--- src/hdl/lrwp_pkg.sv ---
`timescale 1ns / 1ps
`default_nettype none
// ----------------------------------------------------------------------------
// Lidar ray projector package
// Shared types, constants and the CORDIC arctangent table of the lidar ray
// to world point unit.
// ----------------------------------------------------------------------------
package lrwp_pkg;

  // Scan and rotation settings.
  localparam int MAX_RAYS     = 4096;
  localparam int ANGLE_BITS   = 16;
  localparam int CORDIC_STEPS = 16;
  localparam int TABLE_LEN    = 24;

  // Field widths.
  localparam int RANGE_W = 16;
  localparam int ANGLE_W = 16;
  localparam int POS_W   = 24;
  localparam int INDEX_W = 12;
  localparam int CFG_W   = 24;
  localparam int CFG_IDX_W = 4;
  localparam int STEP_W  = 5;

  // Datapath widths: rotation vector, residual angle, pose sum.
  localparam int XW   = 35;
  localparam int ZW   = 34;
  localparam int RXW  = XW - 16;
  localparam int SUMW = POS_W + 2;

  // Highest ray index reported.
  localparam int RAY_CAP_INT = (MAX_RAYS - 1) < 4095 ? (MAX_RAYS - 1) : 4095;
  localparam logic [INDEX_W-1:0] RAY_CAP = INDEX_W'(RAY_CAP_INT);

  // Last rotation step index.
  localparam int STEPS_USED = CORDIC_STEPS < TABLE_LEN ? CORDIC_STEPS : TABLE_LEN;
  localparam logic [STEP_W-1:0] STEP_LAST = STEP_W'(STEPS_USED - 1);

  // Phase mask that keeps the top ANGLE_BITS bits of a 32-bit turn.
  localparam logic [31:0] PH_MASK = ~((32'd1 << (32 - ANGLE_BITS)) - 32'd1);

  // Inverse CORDIC gain, unsigned Q0.32.
  localparam logic [31:0] GAIN_Q32 = 32'h9B74_EDA8;

  // Position range.
  localparam logic signed [SUMW-1:0] POS_MAX = SUMW'(8388607);
  localparam logic signed [SUMW-1:0] POS_MIN = -SUMW'(8388608);

  // Register reset values.
  localparam logic [RANGE_W-1:0] RANGE_HIGH_RST = 16'hFFFF;

  // Configuration register indexes.
  typedef enum logic [CFG_IDX_W-1:0] {
    REG_ANGLE_START = 4'd0,
    REG_ANGLE_STEP  = 4'd1,
    REG_RANGE_LOW   = 4'd2,
    REG_RANGE_HIGH  = 4'd3,
    REG_POSE_X      = 4'd4,
    REG_POSE_Y      = 4'd5,
    REG_POSE_YAW    = 4'd6,
    REG_PROJ_ENABLE = 4'd7
  } cfg_reg_e;

  // Controller states.
  typedef enum logic [1:0] {
    ST_IDLE,
    ST_MULT,
    ST_ROT,
    ST_DONE
  } ctrl_state_e;

  // Commands from the controller to the datapath.
  typedef struct packed {
    logic              load;
    logic              mult;
    logic              step;
    logic              finish;
    logic [STEP_W-1:0] step_idx;
  } ctrl_cmd_t;

  // Arctangent of 2^-i in 2^32 units per turn.
  function automatic logic [31:0] atan_entry(input logic [STEP_W-1:0] idx);
    logic [31:0] val;
    case (idx)
      5'd0:    val = 32'h2000_0000;
      5'd1:    val = 32'h12E4_051E;
      5'd2:    val = 32'h09FB_385B;
      5'd3:    val = 32'h0511_11D4;
      5'd4:    val = 32'h028B_0D43;
      5'd5:    val = 32'h0145_D7E1;
      5'd6:    val = 32'h00A2_F61E;
      5'd7:    val = 32'h0051_7C55;
      5'd8:    val = 32'h0028_BE53;
      5'd9:    val = 32'h0014_5F2F;
      5'd10:   val = 32'h000A_2F98;
      5'd11:   val = 32'h0005_17CC;
      5'd12:   val = 32'h0002_8BE6;
      5'd13:   val = 32'h0001_45F3;
      5'd14:   val = 32'h0000_A2FA;
      5'd15:   val = 32'h0000_517D;
      5'd16:   val = 32'h0000_28BE;
      5'd17:   val = 32'h0000_145F;
      5'd18:   val = 32'h0000_0A30;
      5'd19:   val = 32'h0000_0518;
      5'd20:   val = 32'h0000_028C;
      5'd21:   val = 32'h0000_0146;
      5'd22:   val = 32'h0000_00A3;
      5'd23:   val = 32'h0000_0051;
      default: val = 32'h0000_0000;
    endcase
    return val;
  endfunction

endpackage
`default_nettype wire

--- src/hdl/lrwp_ctrl.sv ---
`timescale 1ns / 1ps
`default_nettype none
// ----------------------------------------------------------------------------
// Lidar ray projector controller
// Sequences one ray through load, gain multiply, CORDIC rotation and the
// final pose sum, and owns the output word's valid flag.
// ----------------------------------------------------------------------------
module lrwp_ctrl (
  input  wire logic              clk_i,
  input  wire logic              rst_ni,
  input  wire logic              in_valid_i,
  output logic                   in_ready_o,
  output logic                   out_valid_o,
  input  wire logic              out_ready_i,
  output lrwp_pkg::ctrl_cmd_t    cmd_o
);

  lrwp_pkg::ctrl_state_e              state_q, state_d;
  logic [lrwp_pkg::STEP_W-1:0]        step_q, step_d;
  logic                               out_valid_q, out_valid_d;

  // State, step counter and output valid registers.
  always_ff @(posedge clk_i or negedge rst_ni) begin
    if (!rst_ni) begin
      state_q     <= lrwp_pkg::ST_IDLE;
      step_q      <= '0;
      out_valid_q <= 1'b0;
    end else begin
      state_q     <= state_d;
      step_q      <= step_d;
      out_valid_q <= out_valid_d;
    end
  end

  // Next state and commands.
  always_comb begin
    state_d      = state_q;
    step_d       = step_q;
    cmd_o        = '0;
    cmd_o.step_idx = step_q;
    in_ready_o   = 1'b0;
    case (state_q)
      lrwp_pkg::ST_IDLE: begin
        in_ready_o = 1'b1;
        if (in_valid_i) begin
          cmd_o.load = 1'b1;
          state_d    = lrwp_pkg::ST_MULT;
        end
      end
      lrwp_pkg::ST_MULT: begin
        cmd_o.mult = 1'b1;
        step_d     = '0;
        state_d    = lrwp_pkg::ST_ROT;
      end
      lrwp_pkg::ST_ROT: begin
        cmd_o.step = 1'b1;
        step_d     = step_q + 1'b1;
        if (step_q == lrwp_pkg::STEP_LAST) begin
          state_d = lrwp_pkg::ST_DONE;
        end
      end
      lrwp_pkg::ST_DONE: begin
        // Wait until the output register is free or being emptied.
        if (!out_valid_q || out_ready_i) begin
          cmd_o.finish = 1'b1;
          state_d      = lrwp_pkg::ST_IDLE;
        end
      end
      default: begin
        state_d = lrwp_pkg::ST_IDLE;
      end
    endcase
  end

  // The output word stays valid until taken.
  always_comb begin
    if (cmd_o.finish) begin
      out_valid_d = 1'b1;
    end else if (out_ready_i) begin
      out_valid_d = 1'b0;
    end else begin
      out_valid_d = out_valid_q;
    end
  end

  assign out_valid_o = out_valid_q;

endmodule
`default_nettype wire

--- src/hdl/lrwp_datapath.sv ---
`timescale 1ns / 1ps
`default_nettype none
// ----------------------------------------------------------------------------
// Lidar ray projector datapath
// Configuration registers, ray index and angle tracking, the gain multiply,
// a shared CORDIC rotation stage and the saturating pose sum.
// ----------------------------------------------------------------------------
module lrwp_datapath (
  input  wire logic                                 clk_i,
  input  wire logic                                 rst_ni,
  input  wire logic                                 cfg_we_i,
  input  wire logic [lrwp_pkg::CFG_IDX_W-1:0]       cfg_idx_i,
  input  wire logic [lrwp_pkg::CFG_W-1:0]           cfg_wdata_i,
  input  wire logic [lrwp_pkg::RANGE_W-1:0]         range_mm_i,
  input  wire logic                                 range_finite_i,
  input  wire logic                                 first_ray_i,
  input  wire logic                                 last_ray_i,
  input  wire lrwp_pkg::ctrl_cmd_t                  cmd_i,
  output logic                                      hit_valid_o,
  output logic signed [lrwp_pkg::POS_W-1:0]         hit_x_mm_o,
  output logic signed [lrwp_pkg::POS_W-1:0]         hit_y_mm_o,
  output logic [lrwp_pkg::INDEX_W-1:0]              ray_index_o,
  output logic                                      scan_end_o
);

  localparam int XW   = lrwp_pkg::XW;
  localparam int ZW   = lrwp_pkg::ZW;
  localparam int RXW  = lrwp_pkg::RXW;
  localparam int SUMW = lrwp_pkg::SUMW;
  localparam int PW   = lrwp_pkg::POS_W;

  localparam logic signed [31:0] QTR_POS = 32'sh4000_0000;
  localparam logic signed [31:0] QTR_NEG = -QTR_POS;

  // Configuration registers.
  logic [lrwp_pkg::ANGLE_W-1:0] angle_start_q, angle_step_q, pose_yaw_q;
  logic [lrwp_pkg::RANGE_W-1:0] range_low_q, range_high_q;
  logic [PW-1:0]                pose_x_q, pose_y_q;
  logic                         proj_en_q;

  // Scan tracking state.
  logic [lrwp_pkg::INDEX_W-1:0] ray_cnt_q, ray_cnt_d;
  logic [lrwp_pkg::ANGLE_W-1:0] ray_ang_q, ray_ang_d;

  // Per-ray working registers.
  logic [lrwp_pkg::RANGE_W-1:0] range_q;
  logic [lrwp_pkg::ANGLE_W-1:0] world_q;
  logic                         accept_q;
  logic                         last_q;
  logic signed [XW-1:0]         x_q, y_q;
  logic signed [ZW-1:0]         z_q;

  // Output word registers.
  logic                         hit_valid_q;
  logic signed [PW-1:0]         hit_x_q, hit_y_q;
  logic [lrwp_pkg::INDEX_W-1:0] index_q;
  logic                         scan_end_q;

  // Saturate a pose sum to the position range.
  function automatic logic signed [PW-1:0] sat_pos(input logic signed [SUMW-1:0] v);
    logic signed [PW-1:0] r;
    if (v > lrwp_pkg::POS_MAX) begin
      r = PW'(lrwp_pkg::POS_MAX);
    end else if (v < lrwp_pkg::POS_MIN) begin
      r = PW'(lrwp_pkg::POS_MIN);
    end else begin
      r = v[PW-1:0];
    end
    return r;
  endfunction

  // Configuration writes; unknown indexes are ignored.
  always_ff @(posedge clk_i or negedge rst_ni) begin
    if (!rst_ni) begin
      angle_start_q <= '0;
      angle_step_q  <= '0;
      range_low_q   <= '0;
      range_high_q  <= lrwp_pkg::RANGE_HIGH_RST;
      pose_x_q      <= '0;
      pose_y_q      <= '0;
      pose_yaw_q    <= '0;
      proj_en_q     <= 1'b0;
    end else if (cfg_we_i) begin
      case (cfg_idx_i)
        lrwp_pkg::REG_ANGLE_START: angle_start_q <= cfg_wdata_i[lrwp_pkg::ANGLE_W-1:0];
        lrwp_pkg::REG_ANGLE_STEP:  angle_step_q  <= cfg_wdata_i[lrwp_pkg::ANGLE_W-1:0];
        lrwp_pkg::REG_RANGE_LOW:   range_low_q   <= cfg_wdata_i[lrwp_pkg::RANGE_W-1:0];
        lrwp_pkg::REG_RANGE_HIGH:  range_high_q  <= cfg_wdata_i[lrwp_pkg::RANGE_W-1:0];
        lrwp_pkg::REG_POSE_X:      pose_x_q      <= cfg_wdata_i[PW-1:0];
        lrwp_pkg::REG_POSE_Y:      pose_y_q      <= cfg_wdata_i[PW-1:0];
        lrwp_pkg::REG_POSE_YAW:    pose_yaw_q    <= cfg_wdata_i[lrwp_pkg::ANGLE_W-1:0];
        lrwp_pkg::REG_PROJ_ENABLE: proj_en_q     <= cfg_wdata_i[0];
        default: begin
        end
      endcase
    end
  end

  // Ray index and local angle advance on every ray, the index stopping at RAY_CAP; a first ray restarts them.
  always_comb begin
    if (first_ray_i) begin
      ray_cnt_d = '0;
      ray_ang_d = angle_start_q;
    end else begin
      ray_cnt_d = (ray_cnt_q < lrwp_pkg::RAY_CAP) ? ray_cnt_q + 1'b1 : lrwp_pkg::RAY_CAP;
      ray_ang_d = ray_ang_q + angle_step_q;
    end
  end

  always_ff @(posedge clk_i or negedge rst_ni) begin
    if (!rst_ni) begin
      ray_cnt_q <= '0;
      ray_ang_q <= '0;
    end else if (cmd_i.load) begin
      ray_cnt_q <= ray_cnt_d;
      ray_ang_q <= ray_ang_d;
    end
  end

  // Gain multiply and quadrant fold of the world angle.
  logic [47:0]          prod;
  logic signed [XW-1:0] x_init;
  logic [31:0]          ph, ph_fold;
  logic                 fold;

  always_comb begin
    prod    = 48'(range_q) * 48'(lrwp_pkg::GAIN_Q32);
    x_init  = signed'(XW'(prod[47:16]));
    ph      = {world_q, 16'h0000} & lrwp_pkg::PH_MASK;
    fold    = (signed'(ph) > QTR_POS) || (signed'(ph) < QTR_NEG);
    ph_fold = fold ? ph + 32'h8000_0000 : ph;
  end

  // One CORDIC rotation step per cycle.
  logic signed [XW-1:0] xs, ys;
  logic signed [ZW-1:0] atan_z;

  always_comb begin
    xs     = x_q >>> cmd_i.step_idx;
    ys     = y_q >>> cmd_i.step_idx;
    atan_z = signed'(ZW'(lrwp_pkg::atan_entry(cmd_i.step_idx)));
  end

  always_ff @(posedge clk_i) begin
    if (cmd_i.load) begin
      range_q  <= range_mm_i;
      world_q  <= ray_ang_d + pose_yaw_q;
      last_q   <= last_ray_i;
      accept_q <= proj_en_q && range_finite_i &&
                  (range_mm_i >= range_low_q) && (range_mm_i <= range_high_q);
    end
    if (cmd_i.mult) begin
      x_q <= fold ? -x_init : x_init;
      y_q <= '0;
      z_q <= ZW'(signed'(ph_fold));
    end else if (cmd_i.step) begin
      if (!z_q[ZW-1]) begin
        x_q <= x_q - ys;
        y_q <= y_q + xs;
        z_q <= z_q - atan_z;
      end else begin
        x_q <= x_q + ys;
        y_q <= y_q - xs;
        z_q <= z_q + atan_z;
      end
    end
  end

  // Round to whole millimetres and add the pose.
  logic signed [XW-1:0]   x_rnd, y_rnd;
  logic signed [RXW-1:0]  dx, dy;
  logic signed [SUMW-1:0] sum_x, sum_y;

  always_comb begin
    x_rnd = x_q + XW'(32768);
    y_rnd = y_q + XW'(32768);
    dx    = x_rnd[XW-1:16];
    dy    = y_rnd[XW-1:16];
    sum_x = SUMW'(signed'(pose_x_q)) + SUMW'(dx);
    sum_y = SUMW'(signed'(pose_y_q)) + SUMW'(dy);
  end

  // Output word register.
  always_ff @(posedge clk_i) begin
    if (cmd_i.finish) begin
      hit_valid_q <= accept_q;
      hit_x_q     <= accept_q ? sat_pos(sum_x) : '0;
      hit_y_q     <= accept_q ? sat_pos(sum_y) : '0;
      index_q     <= ray_cnt_q;
      scan_end_q  <= last_q;
    end
  end

  assign hit_valid_o = hit_valid_q;
  assign hit_x_mm_o  = hit_x_q;
  assign hit_y_mm_o  = hit_y_q;
  assign ray_index_o = index_q;
  assign scan_end_o  = scan_end_q;

endmodule
`default_nettype wire

--- src/hdl/lidar_ray_to_world_point_unit.sv ---
`timescale 1ns / 1ps
`default_nettype none
// ----------------------------------------------------------------------------
// Lidar ray to world point unit
// Projects each lidar ray range to a world hit point from the robot pose.
// ----------------------------------------------------------------------------
// Each ray is loaded at the edge that accepts it, which also updates the ray
// index and angle. Its result word reaches the output register after the gain
// multiply, one rotation step per CORDIC step in a single shared CORDIC stage,
// and rounding with the saturating pose sum. The unit works on one ray at a
// time, so it takes no new ray until the previous result is in the output
// register. The next ray is accepted as soon as that result is there; the
// register holds it until the consumer takes it, and while it is still full,
// the unit waits in its final cycle. Configuration registers must be written
// through the plain write port only while no ray is in flight; the unit does
// not enforce this.
// ----------------------------------------------------------------------------
module lidar_ray_to_world_point_unit (
  input  wire logic                                 clk_i,
  input  wire logic                                 rst_ni,
  // Configuration write port.
  input  wire logic                                 cfg_we_i,
  input  wire logic [lrwp_pkg::CFG_IDX_W-1:0]       cfg_idx_i,
  input  wire logic [lrwp_pkg::CFG_W-1:0]           cfg_wdata_i,
  // Ray input channel.
  input  wire logic                                 in_valid_i,
  output logic                                      in_ready_o,
  input  wire logic [lrwp_pkg::RANGE_W-1:0]         range_mm_i,
  input  wire logic                                 range_finite_i,
  input  wire logic                                 first_ray_i,
  input  wire logic                                 last_ray_i,
  // Hit output channel.
  output logic                                      out_valid_o,
  input  wire logic                                 out_ready_i,
  output logic                                      hit_valid_o,
  output logic signed [lrwp_pkg::POS_W-1:0]         hit_x_mm_o,
  output logic signed [lrwp_pkg::POS_W-1:0]         hit_y_mm_o,
  output logic [lrwp_pkg::INDEX_W-1:0]              ray_index_o,
  output logic                                      scan_end_o
);

  lrwp_pkg::ctrl_cmd_t cmd;

  // Sequencer.
  lrwp_ctrl u_ctrl (
    .clk_i       (clk_i),
    .rst_ni      (rst_ni),
    .in_valid_i  (in_valid_i),
    .in_ready_o  (in_ready_o),
    .out_valid_o (out_valid_o),
    .out_ready_i (out_ready_i),
    .cmd_o       (cmd)
  );

  // Arithmetic and registers.
  lrwp_datapath u_datapath (
    .clk_i          (clk_i),
    .rst_ni         (rst_ni),
    .cfg_we_i       (cfg_we_i),
    .cfg_idx_i      (cfg_idx_i),
    .cfg_wdata_i    (cfg_wdata_i),
    .range_mm_i     (range_mm_i),
    .range_finite_i (range_finite_i),
    .first_ray_i    (first_ray_i),
    .last_ray_i     (last_ray_i),
    .cmd_i          (cmd),
    .hit_valid_o    (hit_valid_o),
    .hit_x_mm_o     (hit_x_mm_o),
    .hit_y_mm_o     (hit_y_mm_o),
    .ray_index_o    (ray_index_o),
    .scan_end_o     (scan_end_o)
  );

endmodule
`default_nettype wire

--- config.mk ---
export PLATFORM = sky130hd
export DESIGN_NAME = lidar_ray_to_world_point_unit
export DESIGN_NICKNAME = d
export VERILOG_FILES = /design/src/hdl/lrwp_pkg.sv /design/src/hdl/lrwp_ctrl.sv /design/src/hdl/lrwp_datapath.sv /design/src/hdl/lidar_ray_to_world_point_unit.sv
export SDC_FILE = /design/constraint.sdc
export NUM_CORES = 2
export LEC_CHECK = 0
export ABC_CLOCK_PERIOD_IN_PS = 8100
export BUFFER_PORTS_ARGS = -buffer_cell sky130_fd_sc_hd__buf_2
export CAP_MARGIN = 10
export CORE_UTILIZATION = 50
export CTS_BUF_LIST = sky130_fd_sc_hd__clkbuf_4 sky130_fd_sc_hd__clkbuf_8 sky130_fd_sc_hd__clkbuf_16
export CTS_CLUSTER_DIAMETER = 200
export DETAILED_ROUTE_END_ITERATION = 12
export MAX_ROUTING_LAYER = met4
export PLACE_DENSITY = 0.66
export RECOVER_POWER = 25
export SLEW_MARGIN = 20
export SYNTH_ARGS = -nofsm -noshare
export SYNTH_HDL_FRONTEND = slang
export SYNTH_SLANG_ARGS = --single-unit
--- constraint.sdc ---
create_clock -name clk_i -period 8.1 [get_ports clk_i]
set_clock_uncertainty 0.1 [all_clocks]
set_input_delay 0.81 -clock clk_i [delete_from_list [all_inputs] [get_ports clk_i]]
set_output_delay 0.81 -clock clk_i [all_outputs]
set_load 0.02 [all_outputs]
==> results.md <==
- Status: complete, but fails checks
- Violated checks: max-capacitance violations, max-slew violations
- Final nets: 4916
- WP data arrival: 8150 ps
- First-pass GRT wire length: 174000 um
- Worst R2R Setup Slack: 280 ps
- Min Tclk post-route: 7820 ps
- Fmax achieved: 128 MHz
- Drt wl/cell: 20.6 um
- Post-route DRC: 0
- Synth Flop Type: edfxtp_1
- Reg2reg start: u_datapath.range_q[4]
- Drt pass-1 iters: 6
- Slew headroom: -280%
- Syn. warnings: 0
- Post-Syn Nets: 4872
- CTS tree: yes
- Tcrit/Tclk final: 96.5%
- Clk_lat worst skew: 620 ps
- Post-DRT Antenna Nets: 0
- Port Buffer Count: 115
- IO Pins: 116
- Synthesized area: 39900 um^2
- Fin. max-slew vios: 147
- Largest family of logic cells by synthesized area: adder cells
- Vias in the first global route: 31100
- Via density per instance: 5.99
- Async set-reset flop share out of synthesis: 45.2%
- HP Start: last_ray_i
- Mux share of post-synthesis cell area: 11.8%
- Placed insts: 5289
- Clk sinks: 365
- Cell family with the largest share of critical-path delay: adder cells
- Die height: 284 um
- Largest net degree at the start of global routing: 96
- Std-Cell Rows: 103
- Gr usage total: 28.1%
- Crit. End Element: flip-flop
- Post-synthesis cell count: 4253
- Synthesized flop and latch total: 365
- Worst hold endpoint: u_datapath.last_q
- Number of flops mapped to enable cells by yosys: 165
- Xor and xnor area share after synthesis: 7.49%
- Post-synthesis simple-gate area fraction: 12.2%
- Hold-critical path depth: 1
- Clock-pin slew on the worst setup and hold paths: 60 ps
- Setup Viol. Count Final: 0
- Worst setup SP type: flip-flop
- H-tree levels: 2
- CTS Buf Count: 46
- Post-synthesis adder-cell area fraction: 21.1%
- Distinct cells, synth: 103
- Buffers & Inverters on Critical Path: 5
- Drt initial violations: 2915
- Setup_tns: 0 ps
- Synth area leader: edfxtp_1
- Core Region: 79000 um^2
- R2r endpoint: u_datapath.x_q[26]
- Number of hold buffers added after cts: 0
- Top cells by count, synth: inv_1 (401), ha_1 (392), a21oi_1 (305)
- Slowest cell on the critical path: fa_1
- CP peak stage delay: 580 ps
- Layout cells sized above 1: 13.1%
- Vias: 32300
- Sequence of cells on the critical path: fa_1 > inv_1 > fa_1 > inv_1 > fa_1 > fa_1 > fa_1 > inv_1 > fa_1 > inv_1 > ha_1 > nand4_1 > nor2_1 > and4_1 > o31ai_1 > buf_4 > a2111o_1 > a31o_1 > a222oi_1 > and4_2 > nand4_1 > and3_1 > o31a_1 > o31ai_1
- Initial antenna violation count: 2
- Worst Tran Pin Value: 5700 ps
- DIE WIDTH: 284 um
- Cell with the most instances after synthesis: inv_1
- CTS Buffer Depth: 3
- Yosys top cell area share: 12.4%
- Filler cells: 7209
- Max capacitance violation total: 3
- Crit Path Class: reg2reg
- CP required: 8440 ps
- GPL Wtd Cong: 1.01
- Initial Util: 50.5%
- Hold Violations, Final: 0
- Fin cells: 5385
- P&R area growth vs syn: 7.63%
- Remaining Overflow, GRT: 0
- Root buffer cell: clkbuf_16
- Compound-Gate Fraction of Synth Area: 16.7%
- Mean Syn Cell Area: 9.38 um^2
- Top cells by area, synth: edfxtp_1 (12%), ha_1 (12%), dfrtp_1 (9.3%)
- Cell mode on critical path: fa_1
- Crit Path Max Fanout: 8
- DP Wirelength: 86500 um
- Detailed Route WL: 111000 um
- Die area: 80900 um^2
- Min-Delay Path Class: in2reg
- Sequential share of the synthesized area: 24.6%
- Reg2Reg Depth: 24
per-layer routing:
layer | GRT usage (%) | wire length, um | vias up
met3 | 4.24 | 7530 | 144
li1 | - | - | 15300
met5 | - | 0 | -
met2 | 44.4 | 51200 | 1010
met1 | 37.6 | 49800 | 15800
met4 | 7.14 | 2560 | 0
per-stage QoR:
stage	utilization (%)	area (um^2)	hold slack, ps	setup WS (ps)
2_1_floorplan	-	39900	300	867
3_3_place_gp	52.3	41300	323	314
3_5_place_dp	52.3	41300	323	225
4_1_cts	54.3	42900	246	214
5_1_grt	54.3	42900	267	-29.0
6_report	54.3	42900	285	284
flip-flops by register name, summed over array words and instances (netlist names), 24 cells and up:
signal / count
u_datapath.hit_x_mm_o: 24
u_datapath.hit_y_mm_o: 24
u_datapath.pose_x_q: 24
u_datapath.pose_y_q: 24
u_datapath.x_q: 35
u_datapath.y_q: 35
u_datapath.z_q: 34
worst reg2reg max path: cells and delay by family, from the launching register on:
kind / cells / cell delay, ps
AND/OR/NAND/NOR: 6 / 1300
buffers and inverters: 5 / 410
flip-flops: 1 / 510
AO/OA/AOI/OAI: 6 / 1740
adder cells (fa/ha/maj): 7 / 3590
layout make-up:
class / instances / area, um^2 / area share, %
timing repair buffer: 181 / 1030 / 2.41
tap: 1050 / 1310 / 3.06
sequential: 365 / 9820 / 22.9
inverter: 401 / 1510 / 3.51
antenna: 1 / 2.50 / 0.00583
multi-input combinational: 3302 / 27700 / 64.5
clock inverter: 31 / 345 / 0.804
clock buffer: 54 / 1230 / 2.88
cell families after synthesis:
kind of cell / after synthesis
AOI/OAI and AO/OA: 1058
and+or+nand+nor: 1010
buffers and inverters: 586
adders and majority gates: 567
DFF: 365
xor gates and xnor gates: 341
muxes: 326
repair_timing:
| action | CTS | global route |
|---|---|---|
| setup buffers | 0 | 10 |
| setup endpoints to repair | 0 | 15 |
| endpoints found under the hold margin | 0 | 0 |
| gates resized for setup | 0 | 9 |
layout by cell type (no fill, tap or decap), types with 15 or more instances in the layout:
master / n
a21oi_1: 305
mux2_2: 159
nand2b_1: 44
buf_2: 98
clkbuf_1: 21
o21ai_1: 15
or2_2: 20
a21o_1: 118
edfxtp_1: 165
dfrtp_1: 144
mux4_2: 77
nor2b_1: 44
mux2i_1: 72
xor2_1: 145
and3_1: 47
o21a_1: 34
o211ai_1: 17
a31oi_1: 66
ha_1: 387
dfstp_2: 16
clkbuf_16: 47
or3_1: 20
mux4_1: 16
and2_1: 28
nand2_1: 280
o21bai_1: 42
nor3_1: 46
o21ai_0: 244
dfxtp_1: 35
xnor2_1: 196
inv_1: 399
o22ai_1: 18
nor2_1: 294
fa_1: 175
buf_4: 62
o31ai_1: 20
a211oi_1: 28
nand3_1: 78
nand4_1: 25
worst max path at each step:
stage                     cells past startpoint                  to                   from  slack [ps]
after detailed placement                     24  u_datapath.x_q[12]  u_datapath.range_q[5]         230
after global placement                       26  u_datapath.x_q[30]  u_datapath.range_q[5]         310
after CTS                                    23  u_datapath.x_q[28]  u_datapath.range_q[8]         210
final                                        24  u_datapath.x_q[26]  u_datapath.range_q[4]         280
after global routing                         24  u_datapath.x_q[26]  u_datapath.range_q[8]         -30
after floorplan                              26  u_datapath.x_q[30]  u_datapath.range_q[5]         870
Power is not shown: default switching activity piles up to over one toggle a cycle in this logic, so the estimate is an artifact.
